--- config.mk ---
export PLATFORM = sky130hd
export DESIGN_NAME = clip_window_frame_selector_flat
export DESIGN_NICKNAME = d
export VERILOG_FILES = /design/src/hw/rtl/cwfs_pkg.sv /design/src/hw/rtl/cwfs_if.sv /design/src/hw/rtl/cwfs_track.sv /design/src/hw/rtl/clip_window_frame_selector.sv /design/src/flat_wrapper.sv
export SDC_FILE = /design/constraint.sdc
export NUM_CORES = 2
export LEC_CHECK = 0
export BUFFER_PORTS_ARGS = -buffer_cell sky130_fd_sc_hd__buf_2
export CAP_MARGIN = 20
export CORE_ASPECT_RATIO = 0.6
export CORE_MARGIN = 2
export CORE_UTILIZATION = 53
export CTS_CLUSTER_SIZE = 20
export DETAILED_ROUTE_END_ITERATION = 10
export PLACE_DENSITY = 0.72
export SETUP_SLACK_MARGIN = 0.5
export SYNTH_ARGS = -nofsm -noshare
export SYNTH_HDL_FRONTEND = slang
export SYNTH_SLANG_ARGS = --single-unit
--- constraint.sdc ---
create_clock -name clk_i -period 22.4 [get_ports clk_i]
set_input_delay 2.24 -clock clk_i [delete_from_list [all_inputs] [get_ports clk_i]]
set_output_delay 2.24 -clock clk_i [all_outputs]
set_load 0.005 [all_outputs]
--- src/hw/rtl/cwfs_pkg.sv ---
// Types, constants and status codes shared by the clip window frame selector.
`default_nettype none

package cwfs_pkg;

  localparam int unsigned MAX_FRAMES = 1024;
  localparam int unsigned CNT_W      = $clog2(MAX_FRAMES + 1);
  localparam int unsigned PICK_W     = $clog2(MAX_FRAMES);

  localparam int unsigned TIME_W     = 64;
  localparam int unsigned STATUS_W   = 4;
  localparam int unsigned BEGIN_W    = 10;
  localparam int unsigned END_W      = 11;
  localparam int unsigned NEAR_W     = 10;
  localparam int unsigned CFG_IDX_W  = 8;

  typedef logic        [TIME_W-1:0] word_t;
  typedef logic signed [TIME_W-1:0] stime_t;

  localparam logic KIND_FRAME = 1'b0;
  localparam logic KIND_END   = 1'b1;

  typedef enum logic [STATUS_W-1:0] {
    ST_OK           = 4'd0,
    ST_BAD_WINDOW   = 4'd1,
    ST_NO_MAPPER    = 4'd2,
    ST_NO_FRAMES    = 4'd3,
    ST_ID_NOT_INC   = 4'd4,
    ST_ID_GAP       = 4'd5,
    ST_DEV_NOT_INC  = 4'd6,
    ST_UNMAPPABLE   = 4'd7,
    ST_HOST_NOT_INC = 4'd8,
    ST_PRE_SHORT    = 4'd9,
    ST_POST_SHORT   = 4'd10,
    ST_BOTH_SHORT   = 4'd11,
    ST_TOO_MANY     = 4'd12
  } status_e;

  typedef enum logic [CFG_IDX_W-1:0] {
    CFG_STRIKE       = 8'd0,
    CFG_PRE_ROLL     = 8'd1,
    CFG_POST_ROLL    = 8'd2,
    CFG_MAPPER_READY = 8'd3
  } cfg_idx_e;

  // One frame record as held in the input stage
  typedef struct packed {
    word_t  seq_num;
    word_t  dev_time;
    stime_t mapped_time;
    logic   mapped_valid;
  } frame_t;

  // Window settings seen by the tracker
  typedef struct packed {
    stime_t strike;
    stime_t req_start;
    stime_t req_end;
  } win_cfg_t;

  typedef struct packed {
    logic take;   // frame record present this cycle
    logic clear;  // end request retired this cycle
  } track_ctrl_t;

  typedef struct packed {
    logic [CNT_W-1:0]  frame_count;
    stime_t            prev_host;
    stime_t            first_host;
    status_e           order_error;
    status_e           mapping_error;
    logic [PICK_W-1:0] start_pick;
    stime_t            start_pick_time;
    logic [PICK_W-1:0] end_pick;
    stime_t            end_pick_time;
    logic              end_found;
    logic [PICK_W-1:0] near_pick;
    stime_t            near_pick_time;
    logic              near_found;
    logic              overflowed;
  } track_t;

endpackage

`default_nettype wire

--- src/hw/rtl/cwfs_if.sv ---
// Valid/ready channel interfaces: frame input, window result and register writes.
`default_nettype none

interface cwfs_in_if;
  import cwfs_pkg::*;
  logic   valid;
  logic   ready;
  logic   kind;
  word_t  seq_num;
  word_t  dev_time;
  stime_t mapped_time;
  logic   mapped_valid;

  modport source (output valid, kind, seq_num, dev_time, mapped_time, mapped_valid,
                  input ready);
  modport sink   (input valid, kind, seq_num, dev_time, mapped_time, mapped_valid,
                  output ready);
endinterface

interface cwfs_out_if;
  import cwfs_pkg::*;
  logic                valid;
  logic                ready;
  logic [STATUS_W-1:0] status;
  logic [BEGIN_W-1:0]  start_index;
  logic [END_W-1:0]    stop_index;
  logic [NEAR_W-1:0]   strike_index;
  stime_t              strike_frame_time;
  stime_t              strike_time_error;
  stime_t              want_start_time;
  stime_t              want_stop_time;
  stime_t              selected_start_time;
  stime_t              chosen_stop_time;
  stime_t              lead_time;
  stime_t              trail_time;

  modport source (output valid, status, start_index, stop_index, strike_index,
                  strike_frame_time, strike_time_error, want_start_time,
                  want_stop_time, selected_start_time, chosen_stop_time,
                  lead_time, trail_time,
                  input ready);
  modport sink   (input valid, status, start_index, stop_index, strike_index,
                  strike_frame_time, strike_time_error, want_start_time,
                  want_stop_time, selected_start_time, chosen_stop_time,
                  lead_time, trail_time,
                  output ready);
endinterface

interface cwfs_cfg_if;
  import cwfs_pkg::*;
  logic                 valid;
  logic                 ready;
  logic [CFG_IDX_W-1:0] index;
  word_t                data;

  modport source (output valid, index, data, input ready);
  modport sink   (input valid, index, data, output ready);
endinterface

`default_nettype wire

--- src/hw/rtl/cwfs_track.sv ---
// Per-frame ordering checks and start/end/nearest frame tracking.
`default_nettype none

module cwfs_track (
  input  logic                  clk_i,
  input  logic                  rst_ni,
  input  cwfs_pkg::track_ctrl_t ctrl_i,
  input  cwfs_pkg::frame_t      frame_i,
  input  cwfs_pkg::win_cfg_t    cfg_i,
  output cwfs_pkg::track_t      state_o
);
  import cwfs_pkg::*;

  track_t state_q, state_d;
  word_t  prev_id_q, prev_dev_q;

  logic              full, first;
  logic [PICK_W-1:0] idx;
  stime_t            t;
  word_t             dist_lo, dist_hi;

  assign full   = state_q.frame_count >= CNT_W'(MAX_FRAMES);
  assign first  = state_q.frame_count == '0;
  assign idx    = state_q.frame_count[PICK_W-1:0];
  assign t      = frame_i.mapped_time;
  // exact unsigned distances on either side of the strike
  assign dist_lo = word_t'(cfg_i.strike) - word_t'(state_q.prev_host);
  assign dist_hi = word_t'(t) - word_t'(cfg_i.strike);

  always_comb begin
    state_d = state_q;
    if (ctrl_i.clear) begin
      state_d = '0;
    end else if (ctrl_i.take) begin
      if (full) begin
        state_d.overflowed = 1'b1;
      end else begin
        if (!first && state_q.order_error == ST_OK) begin
          if (frame_i.seq_num <= prev_id_q) begin
            state_d.order_error = ST_ID_NOT_INC;
          end else if (frame_i.seq_num != prev_id_q + word_t'(1)) begin
            state_d.order_error = ST_ID_GAP;
          end else if (frame_i.dev_time <= prev_dev_q) begin
            state_d.order_error = ST_DEV_NOT_INC;
          end
        end
        if (state_q.mapping_error == ST_OK) begin
          if (!frame_i.mapped_valid) begin
            state_d.mapping_error = ST_UNMAPPABLE;
          end else if (!first && $signed(t) <= $signed(state_q.prev_host)) begin
            state_d.mapping_error = ST_HOST_NOT_INC;
          end
        end
        if (first) begin
          state_d.first_host = t;
        end
        if ($signed(t) <= $signed(cfg_i.req_start)) begin
          state_d.start_pick      = idx;
          state_d.start_pick_time = t;
        end
        if (!state_q.end_found && $signed(cfg_i.req_end) <= $signed(t)) begin
          state_d.end_pick      = idx;
          state_d.end_pick_time = t;
          state_d.end_found     = 1'b1;
        end
        if (!state_q.near_found && $signed(cfg_i.strike) <= $signed(t)) begin
          state_d.near_found = 1'b1;
          // tie goes to the earlier frame
          if (!first && dist_lo <= dist_hi) begin
            state_d.near_pick      = idx - PICK_W'(1);
            state_d.near_pick_time = state_q.prev_host;
          end else begin
            state_d.near_pick      = idx;
            state_d.near_pick_time = t;
          end
        end
        state_d.prev_host   = t;
        state_d.frame_count = state_q.frame_count + CNT_W'(1);
      end
    end
  end

  always_ff @(posedge clk_i or negedge rst_ni) begin
    if (!rst_ni) begin
      state_q <= '0;
    end else begin
      state_q <= state_d;
    end
  end

  // only read once a frame of the current list has written them
  always_ff @(posedge clk_i) begin
    if (ctrl_i.take && !full) begin
      prev_id_q  <= frame_i.seq_num;
      prev_dev_q <= frame_i.dev_time;
    end
  end

  assign state_o = state_q;

endmodule

`default_nettype wire

--- src/hw/rtl/clip_window_frame_selector.sv ---
// Top level: clip window frame selector with register port, input stage and result register.
//
//   channel  dir  role     payload
//   cfg_i    in   sink     index, data (register writes, always ready)
//   in_i     in   sink     kind, seq_num, dev_time, mapped_time, mapped_valid
//   out_o    out  source   status and window fields, one per end request
//
// One request per cycle: a request is registered in the input stage, then worked by the
// tracker (frame) or the status logic (end), whose result lands in the output register.
// A waiting result stalls only an end request in the input stage; frame requests keep flowing.
// Reset clears the registers, the list state and both channel stages.
`default_nettype none

module clip_window_frame_selector (
  input  logic       clk_i,
  input  logic       rst_ni,
  cwfs_cfg_if.sink   cfg_i,
  cwfs_in_if.sink    in_i,
  cwfs_out_if.source out_o
);
  import cwfs_pkg::*;

  typedef struct packed {
    status_e            status;
    logic [BEGIN_W-1:0] start_index;
    logic [END_W-1:0]   stop_index;
    logic [NEAR_W-1:0]  strike_index;
    stime_t             strike_frame_time;
    stime_t             strike_time_error;
    stime_t             want_start_time;
    stime_t             want_stop_time;
    stime_t             selected_start_time;
    stime_t             chosen_stop_time;
    stime_t             lead_time;
    stime_t             trail_time;
  } res_t;

  // registers
  stime_t strike_q, strike_d, pre_q, pre_d, post_q, post_d;
  stime_t req_start_q, req_start_d, req_end_q, req_end_d;
  logic   mapper_ready_q, mapper_ready_d;

  assign cfg_i.ready = 1'b1;

  always_comb begin
    strike_d       = strike_q;
    pre_d          = pre_q;
    post_d         = post_q;
    req_start_d    = req_start_q;
    req_end_d      = req_end_q;
    mapper_ready_d = mapper_ready_q;
    if (cfg_i.valid) begin
      unique case (cfg_i.index)
        CFG_STRIKE: begin
          strike_d    = cfg_i.data;
          req_start_d = cfg_i.data - pre_q;
          req_end_d   = cfg_i.data + post_q;
        end
        CFG_PRE_ROLL: begin
          pre_d       = cfg_i.data;
          req_start_d = strike_q - cfg_i.data;
        end
        CFG_POST_ROLL: begin
          post_d    = cfg_i.data;
          req_end_d = strike_q + cfg_i.data;
        end
        CFG_MAPPER_READY: mapper_ready_d = cfg_i.data[0];
        default: ;
      endcase
    end
  end

  always_ff @(posedge clk_i or negedge rst_ni) begin
    if (!rst_ni) begin
      strike_q       <= '0;
      pre_q          <= '0;
      post_q         <= '0;
      req_start_q    <= '0;
      req_end_q      <= '0;
      mapper_ready_q <= 1'b0;
    end else begin
      strike_q       <= strike_d;
      pre_q          <= pre_d;
      post_q         <= post_d;
      req_start_q    <= req_start_d;
      req_end_q      <= req_end_d;
      mapper_ready_q <= mapper_ready_d;
    end
  end

  // input stage
  logic   s1_valid_q, s1_kind_q, s1_adv, in_fire;
  frame_t s1_frame_q;
  logic   out_valid_q;
  res_t   res_q, res_d;

  assign s1_adv     = s1_valid_q && (s1_kind_q != KIND_END || !out_valid_q || out_o.ready);
  assign in_i.ready = !s1_valid_q || s1_adv;
  assign in_fire    = in_i.valid && in_i.ready;

  always_ff @(posedge clk_i or negedge rst_ni) begin
    if (!rst_ni) begin
      s1_valid_q <= 1'b0;
    end else if (in_i.ready) begin
      s1_valid_q <= in_i.valid;
    end
  end

  always_ff @(posedge clk_i) begin
    if (in_fire) begin
      s1_kind_q               <= in_i.kind;
      s1_frame_q.seq_num      <= in_i.seq_num;
      s1_frame_q.dev_time     <= in_i.dev_time;
      s1_frame_q.mapped_time  <= in_i.mapped_time;
      s1_frame_q.mapped_valid <= in_i.mapped_valid;
    end
  end

  // frame tracking
  track_ctrl_t ctrl;
  win_cfg_t    win;
  track_t      st;

  assign ctrl.take     = s1_valid_q && s1_kind_q != KIND_END;
  assign ctrl.clear    = s1_valid_q && s1_kind_q == KIND_END && s1_adv;
  assign win.strike    = strike_q;
  assign win.req_start = req_start_q;
  assign win.req_end   = req_end_q;

  cwfs_track u_track (
    .clk_i   (clk_i),
    .rst_ni  (rst_ni),
    .ctrl_i  (ctrl),
    .frame_i (s1_frame_q),
    .cfg_i   (win),
    .state_o (st)
  );

  // end-of-list status and window
  status_e           status;
  logic              miss_pre, miss_post;
  logic [PICK_W-1:0] near_i;
  stime_t            near_t;

  assign miss_pre  = $signed(req_start_q) < $signed(st.first_host);
  assign miss_post = $signed(st.prev_host) < $signed(req_end_q);
  assign near_i    = st.near_found ? st.near_pick
                                   : PICK_W'(st.frame_count - CNT_W'(1));
  assign near_t    = st.near_found ? st.near_pick_time : st.prev_host;

  always_comb begin
    if (pre_q[TIME_W-1] || post_q[TIME_W-1]) begin
      status = ST_BAD_WINDOW;
    end else if (!mapper_ready_q) begin
      status = ST_NO_MAPPER;
    end else if (st.frame_count == '0) begin
      status = ST_NO_FRAMES;
    end else if (st.overflowed) begin
      status = ST_TOO_MANY;
    end else if (st.order_error != ST_OK) begin
      status = st.order_error;
    end else if (st.mapping_error != ST_OK) begin
      status = st.mapping_error;
    end else if (miss_pre && miss_post) begin
      status = ST_BOTH_SHORT;
    end else if (miss_pre) begin
      status = ST_PRE_SHORT;
    end else if (miss_post) begin
      status = ST_POST_SHORT;
    end else begin
      status = ST_OK;
    end
  end

  always_comb begin
    res_d        = '0;
    res_d.status = status;
    if (status == ST_OK) begin
      res_d.start_index         = BEGIN_W'(st.start_pick);
      res_d.stop_index          = END_W'({1'b0, st.end_pick} + (PICK_W + 1)'(1));
      res_d.strike_index        = NEAR_W'(near_i);
      res_d.strike_frame_time   = near_t;
      res_d.strike_time_error   = near_t - strike_q;
      res_d.want_start_time     = req_start_q;
      res_d.want_stop_time      = req_end_q;
      res_d.selected_start_time = st.start_pick_time;
      res_d.chosen_stop_time    = st.end_pick_time;
      res_d.lead_time           = strike_q - st.start_pick_time;
      res_d.trail_time          = st.end_pick_time - strike_q;
    end
  end

  // result register
  always_ff @(posedge clk_i or negedge rst_ni) begin
    if (!rst_ni) begin
      out_valid_q <= 1'b0;
    end else if (ctrl.clear) begin
      out_valid_q <= 1'b1;
    end else if (out_o.ready) begin
      out_valid_q <= 1'b0;
    end
  end

  always_ff @(posedge clk_i) begin
    if (ctrl.clear) begin
      res_q <= res_d;
    end
  end

  assign out_o.valid               = out_valid_q;
  assign out_o.status              = res_q.status;
  assign out_o.start_index         = res_q.start_index;
  assign out_o.stop_index          = res_q.stop_index;
  assign out_o.strike_index        = res_q.strike_index;
  assign out_o.strike_frame_time   = res_q.strike_frame_time;
  assign out_o.strike_time_error   = res_q.strike_time_error;
  assign out_o.want_start_time     = res_q.want_start_time;
  assign out_o.want_stop_time      = res_q.want_stop_time;
  assign out_o.selected_start_time = res_q.selected_start_time;
  assign out_o.chosen_stop_time    = res_q.chosen_stop_time;
  assign out_o.lead_time           = res_q.lead_time;
  assign out_o.trail_time          = res_q.trail_time;

endmodule

`default_nettype wire

--- src/flat_wrapper.sv ---
// flat-port wrapper written by rule: the top's interface ports become plain ports
module clip_window_frame_selector_flat import cwfs_pkg::*;
  (clk_i, rst_ni, cfg_i_valid, cfg_i_index, cfg_i_data, cfg_i_ready, in_i_valid, in_i_kind, in_i_seq_num, in_i_dev_time, in_i_mapped_time, in_i_mapped_valid, in_i_ready, out_o_valid, out_o_status, out_o_start_index, out_o_stop_index, out_o_strike_index, out_o_strike_frame_time, out_o_strike_time_error, out_o_want_start_time, out_o_want_stop_time, out_o_selected_start_time, out_o_chosen_stop_time, out_o_lead_time, out_o_trail_time, out_o_ready);
  cwfs_cfg_if cfg_i_i ();
  cwfs_in_if in_i_i ();
  cwfs_out_if out_o_i ();
  input  logic clk_i;
  input  logic rst_ni;
  input wire logic [$bits(cfg_i_i.valid)-1:0] cfg_i_valid;
  input wire logic [$bits(cfg_i_i.index)-1:0] cfg_i_index;
  input wire logic [$bits(cfg_i_i.data)-1:0] cfg_i_data;
  output wire logic [$bits(cfg_i_i.ready)-1:0] cfg_i_ready;
  input wire logic [$bits(in_i_i.valid)-1:0] in_i_valid;
  input wire logic [$bits(in_i_i.kind)-1:0] in_i_kind;
  input wire logic [$bits(in_i_i.seq_num)-1:0] in_i_seq_num;
  input wire logic [$bits(in_i_i.dev_time)-1:0] in_i_dev_time;
  input wire logic [$bits(in_i_i.mapped_time)-1:0] in_i_mapped_time;
  input wire logic [$bits(in_i_i.mapped_valid)-1:0] in_i_mapped_valid;
  output wire logic [$bits(in_i_i.ready)-1:0] in_i_ready;
  output wire logic [$bits(out_o_i.valid)-1:0] out_o_valid;
  output wire logic [$bits(out_o_i.status)-1:0] out_o_status;
  output wire logic [$bits(out_o_i.start_index)-1:0] out_o_start_index;
  output wire logic [$bits(out_o_i.stop_index)-1:0] out_o_stop_index;
  output wire logic [$bits(out_o_i.strike_index)-1:0] out_o_strike_index;
  output wire logic [$bits(out_o_i.strike_frame_time)-1:0] out_o_strike_frame_time;
  output wire logic [$bits(out_o_i.strike_time_error)-1:0] out_o_strike_time_error;
  output wire logic [$bits(out_o_i.want_start_time)-1:0] out_o_want_start_time;
  output wire logic [$bits(out_o_i.want_stop_time)-1:0] out_o_want_stop_time;
  output wire logic [$bits(out_o_i.selected_start_time)-1:0] out_o_selected_start_time;
  output wire logic [$bits(out_o_i.chosen_stop_time)-1:0] out_o_chosen_stop_time;
  output wire logic [$bits(out_o_i.lead_time)-1:0] out_o_lead_time;
  output wire logic [$bits(out_o_i.trail_time)-1:0] out_o_trail_time;
  input wire logic [$bits(out_o_i.ready)-1:0] out_o_ready;
  assign cfg_i_i.valid = cfg_i_valid;
  assign cfg_i_i.index = cfg_i_index;
  assign cfg_i_i.data = cfg_i_data;
  assign cfg_i_ready = cfg_i_i.ready;
  assign in_i_i.valid = in_i_valid;
  assign in_i_i.kind = in_i_kind;
  assign in_i_i.seq_num = in_i_seq_num;
  assign in_i_i.dev_time = in_i_dev_time;
  assign in_i_i.mapped_time = in_i_mapped_time;
  assign in_i_i.mapped_valid = in_i_mapped_valid;
  assign in_i_ready = in_i_i.ready;
  assign out_o_valid = out_o_i.valid;
  assign out_o_status = out_o_i.status;
  assign out_o_start_index = out_o_i.start_index;
  assign out_o_stop_index = out_o_i.stop_index;
  assign out_o_strike_index = out_o_i.strike_index;
  assign out_o_strike_frame_time = out_o_i.strike_frame_time;
  assign out_o_strike_time_error = out_o_i.strike_time_error;
  assign out_o_want_start_time = out_o_i.want_start_time;
  assign out_o_want_stop_time = out_o_i.want_stop_time;
  assign out_o_selected_start_time = out_o_i.selected_start_time;
  assign out_o_chosen_stop_time = out_o_i.chosen_stop_time;
  assign out_o_lead_time = out_o_i.lead_time;
  assign out_o_trail_time = out_o_i.trail_time;
  assign out_o_i.ready = out_o_ready;
  clip_window_frame_selector u_core (.clk_i(clk_i), .rst_ni(rst_ni), .cfg_i(cfg_i_i), .in_i(in_i_i), .out_o(out_o_i));
endmodule
* After elaboration in Yosys (flattened, before gate mapping) *
Cells that the tools add are included.

operators by class
  add/subtract/negate cells = 14
  magnitude comparators = 10
  equality and inequality tests = 6
  muxes and demuxes = 31
  bitwise logic cells = 1
  reduce and logical (&&, ||, !) cells = 55

operators by type and width
  cell                   count
  $mux 372               2
  $le 64x64->1           7
  $sub 64x64->64         7
  $mux 371               1
  $pmux 64 s2            2
  $mux 75                2
  $mux 74                2
  $add 64x64->64         2
  $lt 64x64->1           2
  $mux 64                2
  $add 64x1->64 const B  1
  $mux 4                 16
  $ne 64x64->1           1
  $reduce_bool 2->1      11
  $sub 10x1->10 const B  2
  $eq 8x2->1 const B     2
  $reduce_and 2->1       8
  $logic_and 1x1->1      12
  $logic_not 4->1        3
  $reduce_and 3->1       4
  $reduce_bool 4->1      3
  $add 10x1->11 const B  1
  $add 11x1->11 const B  1
  $ge 11x11->1 const B   1
  other kinds (11)       22

storage, ports and cells
  bits in registers = 1564
  logic and storage cells = 158

* Longest topological paths before layout *
  word-level depth = 11
  mapped depth = 30
  gate-level depth less buffers = 28

* Hierarchy *
From an unflattened synthesis, not the netlist that was laid out.

second synthesis, totals
  cell total of the unflattened synthesis = 11320
  area, all modules = 104868.1 um2

by module, submodules not included
  module                      instances  cells an instance  area an instance (um2)
  clip_window_frame_selector  1          6756               64888.5
  cwfs_track                  1          4564               39979.6

* Worst setup path after synthesis *
No wires, ideal clock.

  path kind = input to register
  start = input out_o_ready
  end = register u_core.res_q, in the netlist u_core.out_o.chosen_stop_time[0] (enable)
  arrival = 17.729 ns
  required time = 21.275 ns
  slack = 3.546 ns
  stages = 5
  path through = nand2b_1 -> nand3_1 -> inv_2 -> clkbuf_1 -> clkbuf_1

RTL lines
  element                 line                               text
  start: declaration      flat_wrapper.sv:33                 input wire logic [$bits(out_o_i.ready)-1:0] out_o_ready;
  end signal: assignment  clip_window_frame_selector.sv:206  res_q <= res_d;
  end: declaration        clip_window_frame_selector.sv:95   res_t res_q, res_d;

* Worst setup path in the final report *
  start = register u_core.s1_frame_q[3] in the netlist's numbering
  end = register u_core.u_track.state_q, in the netlist u_core.u_track.state_o[19]

on the way
  cells in the longest elaborated chain, start to end = 8
  elaborated cells between the ends (all ways) = 12

ends and longest elaborated chain
  element                 line                              text
  start: declaration      clip_window_frame_selector.sv:93  frame_t s1_frame_q;
  $sub 64x64->64          cwfs_track.sv:28                  assign dist_hi = word_t'(t) - word_t'(cfg_i.strike);
  $le 64x64->1            cwfs_track.sv:69                  if (!first && dist_lo <= dist_hi) begin
  $logic_and 1x1->1       cwfs_track.sv:69
  $mux 74                 cwfs_track.sv:69
  $mux 75                 cwfs_track.sv:66                  if (!state_q.near_found && $signed(cfg_i.strike) <= $signed(t)) begin
  $mux 371                cwfs_track.sv:35                  if (full) begin
  $mux 372                cwfs_track.sv:34                  end else if (ctrl_i.take) begin
  $mux 372                cwfs_track.sv:32                  if (ctrl_i.clear) begin
  end signal: assignment  cwfs_track.sv:87                  state_q <= state_d;
  end: declaration        cwfs_track.sv:14                  track_t state_q, state_d;

Several ways; a longest one is shown, not always the timed one. The select of a mux whose other input is x is not followed.
A chain may end at the register's enable or synchronous reset.

==> run summary <==
The flow ran to the end, and the final reports show no timing, DRC or antenna violations. The clock-pin slew of the registers on the worst-case setup and hold paths came out at 0.07 ns. The number of max-cap violations came out at 0. The synthesized design contains 1,561 register bits.

The endpoint required time on the critical path came out at 23.08 ns. The worst setup timing slack at the placement stage came out at 13.87 ns. Buffers inserted during clock tree synthesis total 164. The biggest fanout along the worst timing path came out at 85. Compared with the post-synthesis result, the final layout area differs by 12.09%. The number of core rows came out at around 120.

Once placement completed, the tool counted placed cells totaling 13,850. In the final routed layout, each cell accounts on average for 30.37 microns. The count of warnings emitted by yosys is 0. In the final timing run, aggregate negative setup slack is 0 ns. The number of hold-slack violations in the final timing report is 0. The synthesized net count came out at approximately 12,000. The tree built by TritonCTS fans out to roughly 1,600 sinks.

The number of H-tree branching levels came out at 4. The final count of pins violating max slew came out at 0. The power spent charging and discharging nets is between 3 and 4 mW.

The largest net degree at the start of global routing came out at 176. The total length of routed met3 wires is between 80,000 and 90,000 microns. The hold-critical path depth is 0. The starting utilization of the core area came out at 53.40%. The worst-case register-to-register setup slack came out at 13.33 ns. The worst slew margin relative to its limit is between 10% and 20%. The number of buffers on the longest clock path came out at 4. The ratio of routed vias to standard cells came out at 6.462. The detailed-route via count came out at 91,660. The layout filler cell count is ~16,000. The met1 wire length came out at around 190,000 microns. The worst IR drop on VDD came out at 65.30 uV. At the worst endpoint, the arrival time is 9.75 ns. The static leakage came out at 52.62 nW. In the final layout, the share of cells above drive strength 1 is 11.38%.

The total wire length after detailed routing came out at 430,700 microns. The estimated wirelength of the detail-placed design came out at 346,300 microns. The total congestion overflow came out at 0. The cell-internal power came out at slightly below 6 mW. The part of the total power dissipated in the clock network came out at 31.3%. The final cycle utilization of the critical path came out at 40.51%. At the end of routability-driven placement, the weighted congestion stood at 1.105. STA classifies the critical path endpoint as a register. The worst path needs between 9 and 10 ns of the cycle, external delays included. The number of ports placed on the die boundary is 821. The final instance count without filler cells came out at 14,180. The least setup slack across all paths after layout is 13.33 ns. Setup violations remaining at the end of the flow were counted as 0. The post-CTS setup-driven buffer insertion count is 0. The number of optimization iterations in the first detailed-route pass came out at 8.

In this run the horizontal extent of the chip is 569.8 microns. Setup repair after global routing left no endpoint under its margin. Summing the sequential cell areas from Yosys gives 42.64% of the chip area. Net switching is 36.65% of the power. TritonCTS built the clock tree.

The setup path with the least slack is of type register to register. The via count of the first global-routing pass came out at between 80,000 and 90,000. The amount of wire on met2 after detailed routing came out at between 100,000 and 150,000 microns.

The power density over the cells is 81.11 mW/mm^2. The number of different library cells used by synthesis comes to 107. For this design, the CTS-stage hold fixing added 0 buffers. Counting every instance in the synthesized netlist gives 10,810. For this run, the share of the core covered by cells in the final layout is 59.85%. The depth of the worst register-to-register path is 26. The floorplan core area came out at 0.1907 sq mm. The die extent in y is around 340 microns.

The die covers 0.1957 sq mm. The number of antenna violations at the first check in global routing came out at 71. For the final database, setup skew stands at 0.05236 ns.

In the final layout, flip-flops and latches occupy 0.04342 sq mm. For this run, the top clock speed supported by timing is between 100 and 150 MHz. The remaining number of nets flagged by the antenna check after routing came out at 0.

The proportion of register bits with asynchronous set or reset after synthesis is 44.33%. The post-cts resize count came out at 0. During placement, the flow inserted port buffers numbering 819. The clock insertion delay at the later pin of the skew report is between 0.8 and 0.9 ns. At the end of the flow, the number of nets in the layout was 12,860. The cell at the root of the clock tree is clkbuf_16. The count of flip-flops with a built-in enable after synthesis is a little under 900. The residual DRC count is 0.

The element type at the critical path start is a register. For the pin with the worst max-slew slack, the measured transition is 1.277 ns. For this run, the leading register cell type out of synthesis is edfxtp_1. The overall track demand over capacity in global routing is 42.64%. The part of the total power dissipated in combinational logic came out at a little under 30%.

The sequential share of power is 39.0%. The average instance in the mapped netlist occupies 9.418 sq um. Summing all multi-input logic gate instances after layout gives ~0.054 sq mm. The kind of path behind the tightest hold check is register to register. Signal routing reaches up to met5.

The netlist area before placement is 0.1018 sq mm. The first global-routing pass estimated 597,700 microns of wire. In this run, the number of DRC markers left after iteration 0 of detailed routing was 14,540.
path summary, 6_finish.rpt:
path,from,to
worst max-delay path,u_core.s1_frame_q[3],u_core.u_track.state_o[19]
worst min-delay path,u_core.s1_frame_q[103],u_core.u_track.prev_dev_q[38]
worst max register to register,u_core.s1_frame_q[3],u_core.u_track.state_o[19]
worst min register to register,u_core.s1_frame_q[103],u_core.u_track.prev_dev_q[38]
max in group asynchronous,rst_ni,u_core.post_q[17]
min in group asynchronous,rst_ni,u_core.u_track.state_o[371]
per-stage QoR:
stage	hold slack, ns	power [mW]	cell area, sq um
after floorplan	0.4264	5.218	101800
after global placement	0.4384	6.190	108600
after detailed placement	0.4418	6.237	108600
after CTS	0.4572	9.090	114000
after global routing	0.4642	9.554	114000
final	0.4581	9.256	114100
cell families (layout without fill, tap and decap cells):
kind of cell | after synthesis | after routing | share of synthesized area [%]
xor gates and xnor gates | 557 | 557 | 4.792
muxes | 162 | 162 | 1.599
other | 1 | 41 | 0.003683
buffers and inverters | 1245 | 2057 | 4.733
AOI/OAI and AO/OA | 2964 | 2964 | 18.05
DFF | 1561 | 1561 | 42.64
adders and majority gates | 1092 | 1092 | 13.48
and+or+nand+nor | 3229 | 3229 | 14.70
critical path, cell delays in order, from the launching register on:
cell	delay [ns]
edfxtp_1	0.73
inv_1	0.21
ha_1	0.45
o21a_1	0.14
o31a_1	0.19
o211ai_1	0.20
o21ai_0	0.67
a21oi_1	0.18
o21ai_0	0.59
a21oi_1	0.30
o21ai_0	0.53
a31oi_1	0.21
o21ai_0	0.37
nor4b_1	0.30
nor3_1	0.13
ha_1	0.34
nand4_1	0.09
nor2_1	0.14
nand2_1	0.10
nor3_1	0.34
nand4_1	0.28
a211oi_1	0.51
or3_4	0.63
buf_4	0.79
nor2_1	0.11
a21oi_1	0.17
mux2i_1	0.09
layout by cell type, fill, tap and decap left out, types with 128 or more instances in the layout:
cell and count:
inv_1 800, o21ai_0 809, xnor2_1 300, mux2i_1 157, ha_1 1083, xor2_1 257, buf_2 818, nand3_1 159
edfxtp_1 869, buf_4 143, and2_1 173, dfrtp_1 691, nand2_1 1159, nor2_1 882, a21o_1 497, nand4_1 204
a21oi_1 854, nor3_1 128, clkbuf_16 169
area by class of cell:
cell class | instances | share of cell area (%)
Multi-Input combinational cell | 8005 | 47.07
Sequential cell | 1561 | 38.04
Antenna cell | 40 | 0.08771
Tap cell | 2520 | 2.763
Clock inverter | 87 | 0.9144
Timing Repair Buffer | 966 | 4.600
Clock buffer | 202 | 3.867
Inverter | 802 | 2.651
power by group through the flow:
| stage | combinational, mW | sequential, mW | clock (mW) |
|---|---|---|---|
| floorplan | 1.67 | 3.55 | 0 |
| global placement | 2.56 | 3.63 | 0 |
| detailed placement | 2.60 | 3.64 | 0 |
| CTS | 2.62 | 3.58 | 2.89 |
| global route | 2.94 | 3.62 | 3.00 |
| finish | 2.74 | 3.61 | 2.90 |
registers in the layout, summed over array words and instances, names as in the netlist, 11 cells and up:
name                              cells
u_core.pre_q                         64
u_core.u_track.prev_dev_q            64
u_core.out_o.strike_frame_time       64
u_core.req_start_q                   64
u_core.strike_q                      64
u_core.s1_frame_q                   193
u_core.out_o.want_start_time         64
u_core.out_o.stop_index              11
u_core.out_o.selected_start_time     64
u_core.out_o.want_stop_time          64
u_core.req_end_q                     64
u_core.out_o.chosen_stop_time        64
u_core.u_track.state_o              369
u_core.out_o.lead_time               64
u_core.u_track.prev_id_q             64
u_core.post_q                        64
u_core.out_o.trail_time              64
u_core.out_o.strike_time_error       64
synth_stat cells, types with 26 or more instances:
cell type / count / area share, %
a211oi_1: 97 / 0.72
a21o_1: 497 / 3.7
a21oi_1: 857 / 4.2
a221oi_1: 26 / 0.22
a31oi_1: 85 / 0.52
and2_1: 174 / 1.1
and3_1: 82 / 0.50
and4_1: 32 / 0.28
buf_1: 26 / 0.096
buf_2: 33 / 0.16
clkbuf_1: 368 / 1.4
dfrtp_1: 692 / 17
edfxtp_1: 869 / 26
ha_1: 1083 / 13
inv_1: 800 / 2.9
mux2i_1: 157 / 1.5
nand2_1: 1162 / 4.3
nand2b_1: 105 / 0.65
nand3_1: 160 / 0.79
nand4_1: 204 / 1.3
nor2_1: 885 / 3.3
nor2b_1: 116 / 0.71
nor3_1: 128 / 0.63
nor4_1: 33 / 0.20
o211ai_1: 50 / 0.37
o21a_1: 90 / 0.66
o21ai_0: 809 / 4.0
o21bai_1: 79 / 0.58
o31ai_1: 110 / 0.81
or3_1: 38 / 0.23
xnor2_1: 300 / 2.6
xor2_1: 257 / 2.2
metal layers:
layer	global-route usage, %	vias to the layer above
li1	-	39970
met1	66.02	44580
met2	49.39	6384
met3	22.97	681
met4	10.06	48
met5	0.6173	-
(Power assumes the default switching activity.)
